`src/sv/assert_macros.svh`:
```
// Assertion helpers; assume clk and arst_n are visible at the point of use.
`ifndef ASSERT_MACROS_SVH
`define ASSERT_MACROS_SVH
`ifndef ASSERT_OFF
`define ADS_ASSERT(lbl, prop, msg) \
	lbl: assert property (@(posedge clk) disable iff (!arst_n) prop) else $error(msg);
`define ADS_NEVER(lbl, expr, msg) \
	lbl: assert property (@(posedge clk) disable iff (!arst_n) !(expr)) else $error(msg);
`else
`define ADS_ASSERT(lbl, prop, msg)
`define ADS_NEVER(lbl, expr, msg)
`endif
`endif

```
`src/sv/ads_pkg.sv`:
```
package ads_pkg;

	localparam int DL_W        = 32;
	localparam int PER_W       = 16;
	localparam int OUT_ID_W    = 16;
	localparam int MAX_RESULTS = 16;
	localparam int CNT_W       = $clog2(MAX_RESULTS + 1);

	localparam logic [1:0] REQ_ADD   = 2'd0;
	localparam logic [1:0] REQ_TICK  = 2'd1;
	localparam logic [1:0] REQ_CLEAR = 2'd2;

	localparam logic [1:0] EV_ADDED  = 2'd0;
	localparam logic [1:0] EV_FIRED  = 2'd1;
	localparam logic [1:0] EV_REJECT = 2'd2;

	typedef enum logic [2:0] {
		ST_IDLE,
		ST_SCAN,
		ST_DRAIN,
		ST_FIRE,
		ST_FLUSH
	} state_t;

	typedef struct packed {
		logic clr;
		logic smp;
	} scan_ctrl_t;

endpackage

```
`src/sv/ads_ram.sv`:
```
module ads_ram #(
	parameter int WIDTH = 8,
	parameter int DEPTH = 16
) (
	input  logic                     clk,
	input  logic                     we,
	input  logic [$clog2(DEPTH)-1:0] waddr,
	input  logic [WIDTH-1:0]         wdata,
	input  logic                     re,
	input  logic [$clog2(DEPTH)-1:0] raddr,
	output logic [WIDTH-1:0]         rdata
);

	logic [WIDTH-1:0] mem [DEPTH];

	always_ff @(posedge clk) begin
		if (we) begin
			mem[waddr] <= wdata;
		end
		if (re) begin
			rdata <= mem[raddr];
		end
	end

endmodule

```
`src/sv/ads_scan.sv`:
```
module ads_scan import ads_pkg::*; #(
	parameter int CAPACITY = 16,
	parameter int ID_WIDTH = 16
) (
	input  logic                                  clk,
	input  logic                                  arst_n,
	input  scan_ctrl_t                            ctrl,
	input  logic [DL_W-1:0]                       now,
	input  logic [DL_W+PER_W+1+ID_WIDTH-1:0]      ent,
	input  logic [$clog2(CAPACITY)-1:0]           idx,
	output logic                                  found,
	output logic [DL_W+PER_W+1+ID_WIDTH-1:0]      best_ent,
	output logic [$clog2(CAPACITY)-1:0]           best_idx
);

	localparam int EntW = DL_W + PER_W + 1 + ID_WIDTH;
	localparam int IdxW = $clog2(CAPACITY);

	logic            found_q;
	logic [DL_W-1:0] age_q;
	logic [EntW-1:0] ent_q;
	logic [IdxW-1:0] idx_q;
	logic [DL_W-1:0] age;
	logic            due;
	logic            better;
	logic            take;

	// age wraps; an entry is due while the wrapped age stays in the lower half
	assign age    = now - ent[EntW-1 -: DL_W];
	assign due    = !age[DL_W-1];
	assign better = !found_q || (age > age_q) ||
		((age == age_q) && (ent[ID_WIDTH-1:0] < ent_q[ID_WIDTH-1:0]));
	assign take   = ctrl.smp && due && better;

	always_ff @(posedge clk or negedge arst_n) begin
		if (!arst_n) begin
			found_q <= 1'b0;
		end else if (ctrl.clr) begin
			found_q <= 1'b0;
		end else if (take) begin
			found_q <= 1'b1;
		end
	end

	always_ff @(posedge clk) begin
		if (take) begin
			age_q <= age;
			ent_q <= ent;
			idx_q <= idx;
		end
	end

	assign found    = found_q;
	assign best_ent = ent_q;
	assign best_idx = idx_q;

endmodule

```
`src/sv/alarm_deadline_scheduler.sv`:
```
// Add, clear: served in idle; the add result beat appears the cycle after start, busy stays low.
// Tick: one scan round (ST_SCAN per slot, ST_DRAIN, ST_FIRE) per fired alarm plus a closing
// round (ST_FLUSH instead when MAX_RESULTS fire); each round reads the entry RAM once a slot.
// Fired beats leave one per round, each strobed for one cycle; the receiver cannot stall.
// Reset clears time, id counter, slot valid bits and the sequencer; RAM contents stay undefined.
`include "assert_macros.svh"

module alarm_deadline_scheduler import ads_pkg::*; #(
	parameter int CAPACITY = 16,
	parameter int ID_WIDTH = 16
) (
	input  logic                clk,
	input  logic                arst_n,
	input  logic                start,
	input  logic [1:0]          req_type,
	input  logic [15:0]         delay_ticks,
	input  logic                is_periodic,
	output logic                busy,
	output logic                strobe,
	output logic [1:0]          event_kind,
	output logic [OUT_ID_W-1:0] alarm_id,
	output logic                last
);

	localparam int EntW    = DL_W + PER_W + 1 + ID_WIDTH;
	localparam int IdxW    = $clog2(CAPACITY);
	localparam int IdExtW  = (ID_WIDTH > OUT_ID_W) ? ID_WIDTH : OUT_ID_W;
	localparam logic [IdxW-1:0] LastIdx = IdxW'(CAPACITY - 1);

	state_t                state_q, state_n;
	logic [IdxW-1:0]       idx_q, idx_n;
	logic                  rd_vld_s1;
	logic [IdxW-1:0]       rd_idx_s1;
	logic [CNT_W-1:0]      fire_cnt_q, fire_cnt_n, fire_cnt_inc;
	logic                  pend_q, pend_n;
	logic [ID_WIDTH-1:0]   pend_id_q, pend_id_n;
	logic [DL_W-1:0]       now_q, now_n;
	logic [ID_WIDTH-1:0]   next_id_q, next_id_n;
	logic [CAPACITY-1:0]   valid_q, valid_n;

	logic                  out_stb_q, out_stb_n;
	logic [1:0]            out_kind_q, out_kind_n;
	logic [OUT_ID_W-1:0]   out_id_q, out_id_n;
	logic                  out_last_q, out_last_n;
	logic [IdExtW-1:0]     id_ext;

	logic                  accept;
	logic                  full;
	logic [IdxW-1:0]       free_idx;

	logic                  ram_we, ram_re;
	logic [IdxW-1:0]       ram_waddr;
	logic [EntW-1:0]       ram_wdata, ram_rdata;

	scan_ctrl_t            scan_ctrl;
	logic                  best_found;
	logic [EntW-1:0]       best_ent;
	logic [IdxW-1:0]       best_idx;
	logic [PER_W-1:0]      best_per;
	logic                  best_periodic;
	logic [ID_WIDTH-1:0]   best_id;
	logic [DL_W-1:0]       rearm_step;

	assign busy   = (state_q != ST_IDLE);
	assign accept = start && !busy;
	assign full   = &valid_q;

	assign best_id       = best_ent[ID_WIDTH-1:0];
	assign best_periodic = best_ent[ID_WIDTH];
	assign best_per      = best_ent[ID_WIDTH+1 +: PER_W];
	// a zero period rearms for the next tick
	assign rearm_step    = (best_per == '0) ? DL_W'(1) : DL_W'(best_per);
	assign fire_cnt_inc  = fire_cnt_q + CNT_W'(1);

	// lowest free slot
	always_comb begin
		free_idx = '0;
		for (int i = CAPACITY - 1; i >= 0; i--) begin
			if (!valid_q[i]) begin
				free_idx = IdxW'(i);
			end
		end
	end

	assign ram_re = (state_q == ST_SCAN);

	ads_ram #(
		.WIDTH(EntW),
		.DEPTH(CAPACITY)
	) u_ram (
		.clk  (clk),
		.we   (ram_we),
		.waddr(ram_waddr),
		.wdata(ram_wdata),
		.re   (ram_re),
		.raddr(idx_q),
		.rdata(ram_rdata)
	);

	ads_scan #(
		.CAPACITY(CAPACITY),
		.ID_WIDTH(ID_WIDTH)
	) u_scan (
		.clk     (clk),
		.arst_n  (arst_n),
		.ctrl    (scan_ctrl),
		.now     (now_q),
		.ent     (ram_rdata),
		.idx     (rd_idx_s1),
		.found   (best_found),
		.best_ent(best_ent),
		.best_idx(best_idx)
	);

	always_comb begin
		state_n       = state_q;
		idx_n         = idx_q;
		fire_cnt_n    = fire_cnt_q;
		pend_n        = pend_q;
		pend_id_n     = pend_id_q;
		now_n         = now_q;
		next_id_n     = next_id_q;
		valid_n       = valid_q;
		ram_we        = 1'b0;
		ram_waddr     = '0;
		ram_wdata     = '0;
		scan_ctrl.clr = 1'b0;
		scan_ctrl.smp = rd_vld_s1 && valid_q[rd_idx_s1];
		out_stb_n     = 1'b0;
		out_kind_n    = EV_FIRED;
		out_last_n    = 1'b0;
		id_ext        = IdExtW'(pend_id_q);

		unique case (state_q)
			ST_IDLE: begin
				if (accept) begin
					unique case (req_type)
						REQ_ADD: begin
							out_stb_n  = 1'b1;
							out_last_n = 1'b1;
							if (full) begin
								out_kind_n = EV_REJECT;
								id_ext     = '0;
							end else begin
								out_kind_n          = EV_ADDED;
								id_ext              = IdExtW'(next_id_q);
								ram_we              = 1'b1;
								ram_waddr           = free_idx;
								ram_wdata           = {now_q + DL_W'(delay_ticks), delay_ticks,
									is_periodic, next_id_q};
								valid_n[free_idx]   = 1'b1;
								next_id_n           = next_id_q + ID_WIDTH'(1);
							end
						end
						REQ_TICK: begin
							now_n         = now_q + DL_W'(1);
							idx_n         = '0;
							fire_cnt_n    = '0;
							pend_n        = 1'b0;
							scan_ctrl.clr = 1'b1;
							state_n       = ST_SCAN;
						end
						REQ_CLEAR: begin
							valid_n = '0;
						end
						default: begin
						end
					endcase
				end
			end
			ST_SCAN: begin
				idx_n = idx_q + IdxW'(1);
				if (idx_q == LastIdx) begin
					state_n = ST_DRAIN;
				end
			end
			ST_DRAIN: begin
				state_n = ST_FIRE;
			end
			ST_FIRE: begin
				// the held beat is final only if this round found nothing
				if (pend_q) begin
					out_stb_n  = 1'b1;
					out_last_n = !best_found;
				end
				if (best_found) begin
					pend_n     = 1'b1;
					pend_id_n  = best_id;
					fire_cnt_n = fire_cnt_inc;
					if (best_periodic) begin
						ram_we    = 1'b1;
						ram_waddr = best_idx;
						ram_wdata = {now_q + rearm_step, best_per, best_periodic, best_id};
					end else begin
						valid_n[best_idx] = 1'b0;
					end
					if (fire_cnt_inc == CNT_W'(MAX_RESULTS)) begin
						state_n = ST_FLUSH;
					end else begin
						idx_n         = '0;
						scan_ctrl.clr = 1'b1;
						state_n       = ST_SCAN;
					end
				end else begin
					pend_n  = 1'b0;
					state_n = ST_IDLE;
				end
			end
			ST_FLUSH: begin
				out_stb_n  = 1'b1;
				out_last_n = 1'b1;
				pend_n     = 1'b0;
				state_n    = ST_IDLE;
			end
			default: begin
				state_n = ST_IDLE;
			end
		endcase

		out_id_n = id_ext[OUT_ID_W-1:0];
	end

	always_ff @(posedge clk or negedge arst_n) begin
		if (!arst_n) begin
			state_q    <= ST_IDLE;
			idx_q      <= '0;
			rd_vld_s1  <= 1'b0;
			fire_cnt_q <= '0;
			pend_q     <= 1'b0;
			now_q      <= '0;
			next_id_q  <= '0;
			valid_q    <= '0;
			out_stb_q  <= 1'b0;
		end else begin
			state_q    <= state_n;
			idx_q      <= idx_n;
			rd_vld_s1  <= ram_re;
			fire_cnt_q <= fire_cnt_n;
			pend_q     <= pend_n;
			now_q      <= now_n;
			next_id_q  <= next_id_n;
			valid_q    <= valid_n;
			out_stb_q  <= out_stb_n;
		end
	end

	always_ff @(posedge clk) begin
		rd_idx_s1  <= idx_q;
		pend_id_q  <= pend_id_n;
		out_kind_q <= out_kind_n;
		out_id_q   <= out_id_n;
		out_last_q <= out_last_n;
	end

	assign strobe     = out_stb_q;
	assign event_kind = out_kind_q;
	assign alarm_id   = out_id_q;
	assign last       = out_last_q;

	`ADS_ASSERT(a_fire_from_tick, (strobe && event_kind == EV_FIRED) |-> $past(busy), "alarm fired outside a tick")
	`ADS_ASSERT(a_add_while_idle, (strobe && event_kind == EV_ADDED) |-> !busy, "add beat during a tick")
	`ADS_ASSERT(a_reject_when_full, (strobe && event_kind == EV_REJECT) |-> (&valid_q), "add rejected with a free slot")
	`ADS_NEVER(a_fire_bound, fire_cnt_q > CNT_W'(MAX_RESULTS), "too many alarms fired in one tick")

endmodule

```
`config.mk`:
```
export PLATFORM = sky130hd
export DESIGN_NAME = alarm_deadline_scheduler
export DESIGN_NICKNAME = d
export VERILOG_FILES = /design/src/sv/ads_pkg.sv /design/src/sv/ads_ram.sv /design/src/sv/ads_scan.sv /design/src/sv/alarm_deadline_scheduler.sv
export VERILOG_INCLUDE_DIRS = /design/src /design/src/sv
export SDC_FILE = /design/constraint.sdc
export NUM_CORES = 2
export LEC_CHECK = 0
export BUFFER_PORTS_ARGS = -buffer_cell sky130_fd_sc_hd__buf_2
export CAP_MARGIN = 20
export CORE_ASPECT_RATIO = 0.5
export CORE_MARGIN = 3
export CORE_UTILIZATION = 61
export DETAILED_ROUTE_END_ITERATION = 12
export HOLD_SLACK_MARGIN = 0.03
export PLACE_DENSITY = 0.76
export SYNTH_ARGS = -nofsm -noshare
export SYNTH_HDL_FRONTEND = slang
export SYNTH_HIERARCHICAL = 1
export SYNTH_SLANG_ARGS = --single-unit
```
`constraint.sdc`:
```
create_clock -name clk -period 11.7 [get_ports clk]
set_input_delay 0.585 -clock clk [delete_from_list [all_inputs] [get_ports clk]]
set_output_delay 0.585 -clock clk [all_outputs]
set_load 0.005 [all_outputs]
```
==> metrics.csv <==
metric;value;unit
diodes inserted;0;
Hold Crit Class;input port to asynchronous set/reset pin;
Pint;8.85;mW
setup slack after layout;5.97;ns
Max VDD drop;0.181;mV
Starting Density;0.622;
CTS tree;done;
Finished Cell Area;59300;sq um
unrepaired setup endpoints after global routing;no;
I/O pins;43;
status;complete, no violations;
slowest cell delay on critical path;0.84;ns
IO Port Bufs;42;
Die X;427;microns
Row Count;76;
Net Sw Frac;0.304;
largest net degree at the start of global routing;157;
Net Count, Synth;3232;
most frequent cell on the critical path;buf_4;
Max-cap violations;0;
Num CTS Buffers;105;
Final Max Tran Viols;0;
Syn Area/Cell;17.5;sq um
Reg clk slew, reported paths;0.07;ns
post-cts sizing count;0;
height of the die;217;microns
final worst-path cycle share;0.489;
root buffer cell;clkbuf_16;
Syn. warnings;6;
Sw Pwr;3.87;mW
CTS Sinks;1293;
Startpoint Class;register;
Worst Clk Skew;0.0429;ns
Comb power frac;0.270;
crit-path max FO;77;
Post-Place Setup Slack;5.91;ns
initial antenna violation count;4;
Worst EP required;12.02;ns
GR Util All Layers;0.286;
RR Startpoint;state_q[0];
Pleak;20.5;nW
routability cong.;0.907;
vias in the first global route;29791;
critical path launch point;state_q[0];
via count;29811;
Die ar.;92500;sq um
Least-Margin Pin Slew;1.06;ns
Fin. Hold Viols;0;
maximum clock rate;175;MHz
Clk pwr share;0.283;
Syn-to-layout area delta;9.51;%
vias per cell;6.74;
clock tree buffer depth;3;
# setup viols final;0;
Setup TNS;0;ns
pwr/cell area;215;nW/um^2
Setup crit end kind;register;
critical-path cell list;or3b_1 -> nor4_4 -> inv_2 -> buf_4 -> nor2_4 -> buf_4 -> nor2_1 -> inv_1 -> or3b_1 -> nor3_2 -> buf_4;
minimum clock period;5.73;ns
H-tree levels;3;
Core Area;87000;sq um
Core Util, Final;0.681;
drt drc;0;
1st-pass router iterations;6;
Slew HR;0.294;
Slowest-stage cell, CP;buf_4;
grt ovf;0;
Inst Count DP;4217;
share of power burned in registers;0.447;
Routed WL per cell;29.2;microns
fin cells;4423;
Data arrival, critical path;6.05;ns
ratio of cells with drive above 1 in the final layout;0.176;
first-iteration detailed-routing DRC count;3704;
nets;3306;
Netlist Area Pre-Place;54100;sq um
post-route ant nets;0;
worst skew pair latency;0.72;ns
HPWL after DPL;78200;microns
drt total wl;129000;microns
Post-Syn Instances;3092;
critical path class;register to register;
global-route wire length before repair;195000;microns
cell area after placement;55700;sq um
[what timing repair did]
action,CTS,global route
hold buffers,1,0
buffers inserted,0,0
setup endpoints to repair,0,0
endpoints found under the hold margin,19,0
[metal layers]
| layer | GRT usage | wire, microns |
|---|---|---|
| met5 | 0 | 13 |
| met4 | 0.0975 | 4550 |
| met3 | 0.0484 | 11700 |
| met2 | 0.452 | 61800 |
| met1 | 0.414 | 51200 |
[critical path, delay by kind of cell, from the launching register on]
kind                   cells  cell delay [ns]
AND/OR/NAND/NOR            6             2.57
flip-flops                 1             0.51
buffers and inverters      5             2.08
[cell type report]
class | instances | area, sq um
sequential | 1293 | 38200
fill | 5490 | 27700
multi-input combinational | 1539 | 14900
clock buffer | 126 | 2730
tap | 1170 | 1460
timing repair buffer | 112 | 783
clock inverter | 68 | 742
inverter | 115 | 432
[power groups by stage]
stage,clock [mW],combinational [mW],sequential [mW]
5_1_grt,3.83,3.69,5.71
3_3_place_gp,0,3.34,5.78
2_1_floorplan,0,2.55,5.63
4_1_cts,3.65,3.42,5.68
6_report,3.60,3.43,5.68
3_5_place_dp,0,3.38,5.78
[registers in the layout (all words and copies together) (netlist names), 5 cells and up]
signal and cells:
next_id_q 16, u_ram/rdata 65, fire_cnt_q 5, alarm_id 16, pend_id_q 16, u_scan/best_ent 33, valid_q 16, u_ram/mem 1040
u_scan/age_q 32, now_q 32
[worst paths after layout]
kind | to | slack (ns) | cells after the start
setup / recovery | u_ram/mem[0][6] | 5.97 | 11
hold / removal | now_q[2] | 0.32 | 2
setup reg to reg | u_ram/mem[0][6] | 5.97 | 11
hold reg to reg | u_scan/best_ent[19] | 0.42 | 0
max in group asynchronous | idx_q[1] | 10.04 | 3
min in group clk | valid_q[1] | 0.36 | 4
[cells in the final DEF (no fill, tap or decap), drive strengths merged, types with 16 or more instances in the layout]
master     n
a21o      35
nor2b     16
nor2      81
a31oi     16
a22o      49
xor2      39
and2      19
xnor2     60
nand3     43
a21oi     88
o22ai     19
inv      120
nand4     30
buf      110
a22oi    132
edfxtp  1190
nor3      42
dfxtp     23
and3      28
o211ai    16
dfrtp     80
a211oi    17
mux4     265
clkbuf   127
ha       115
nand2    173
o21ai     79
clkinv    48
[metrics by stage]
step                hold slack, ns  power, mW
floorplan                    0.289       8.18
global placement             0.402       9.12
detailed placement           0.405       9.16
CTS                          0.303       12.8
global route                 0.318       13.2
finish                       0.318       12.7
No activity file was read; power rests on OpenSTA's default activity.
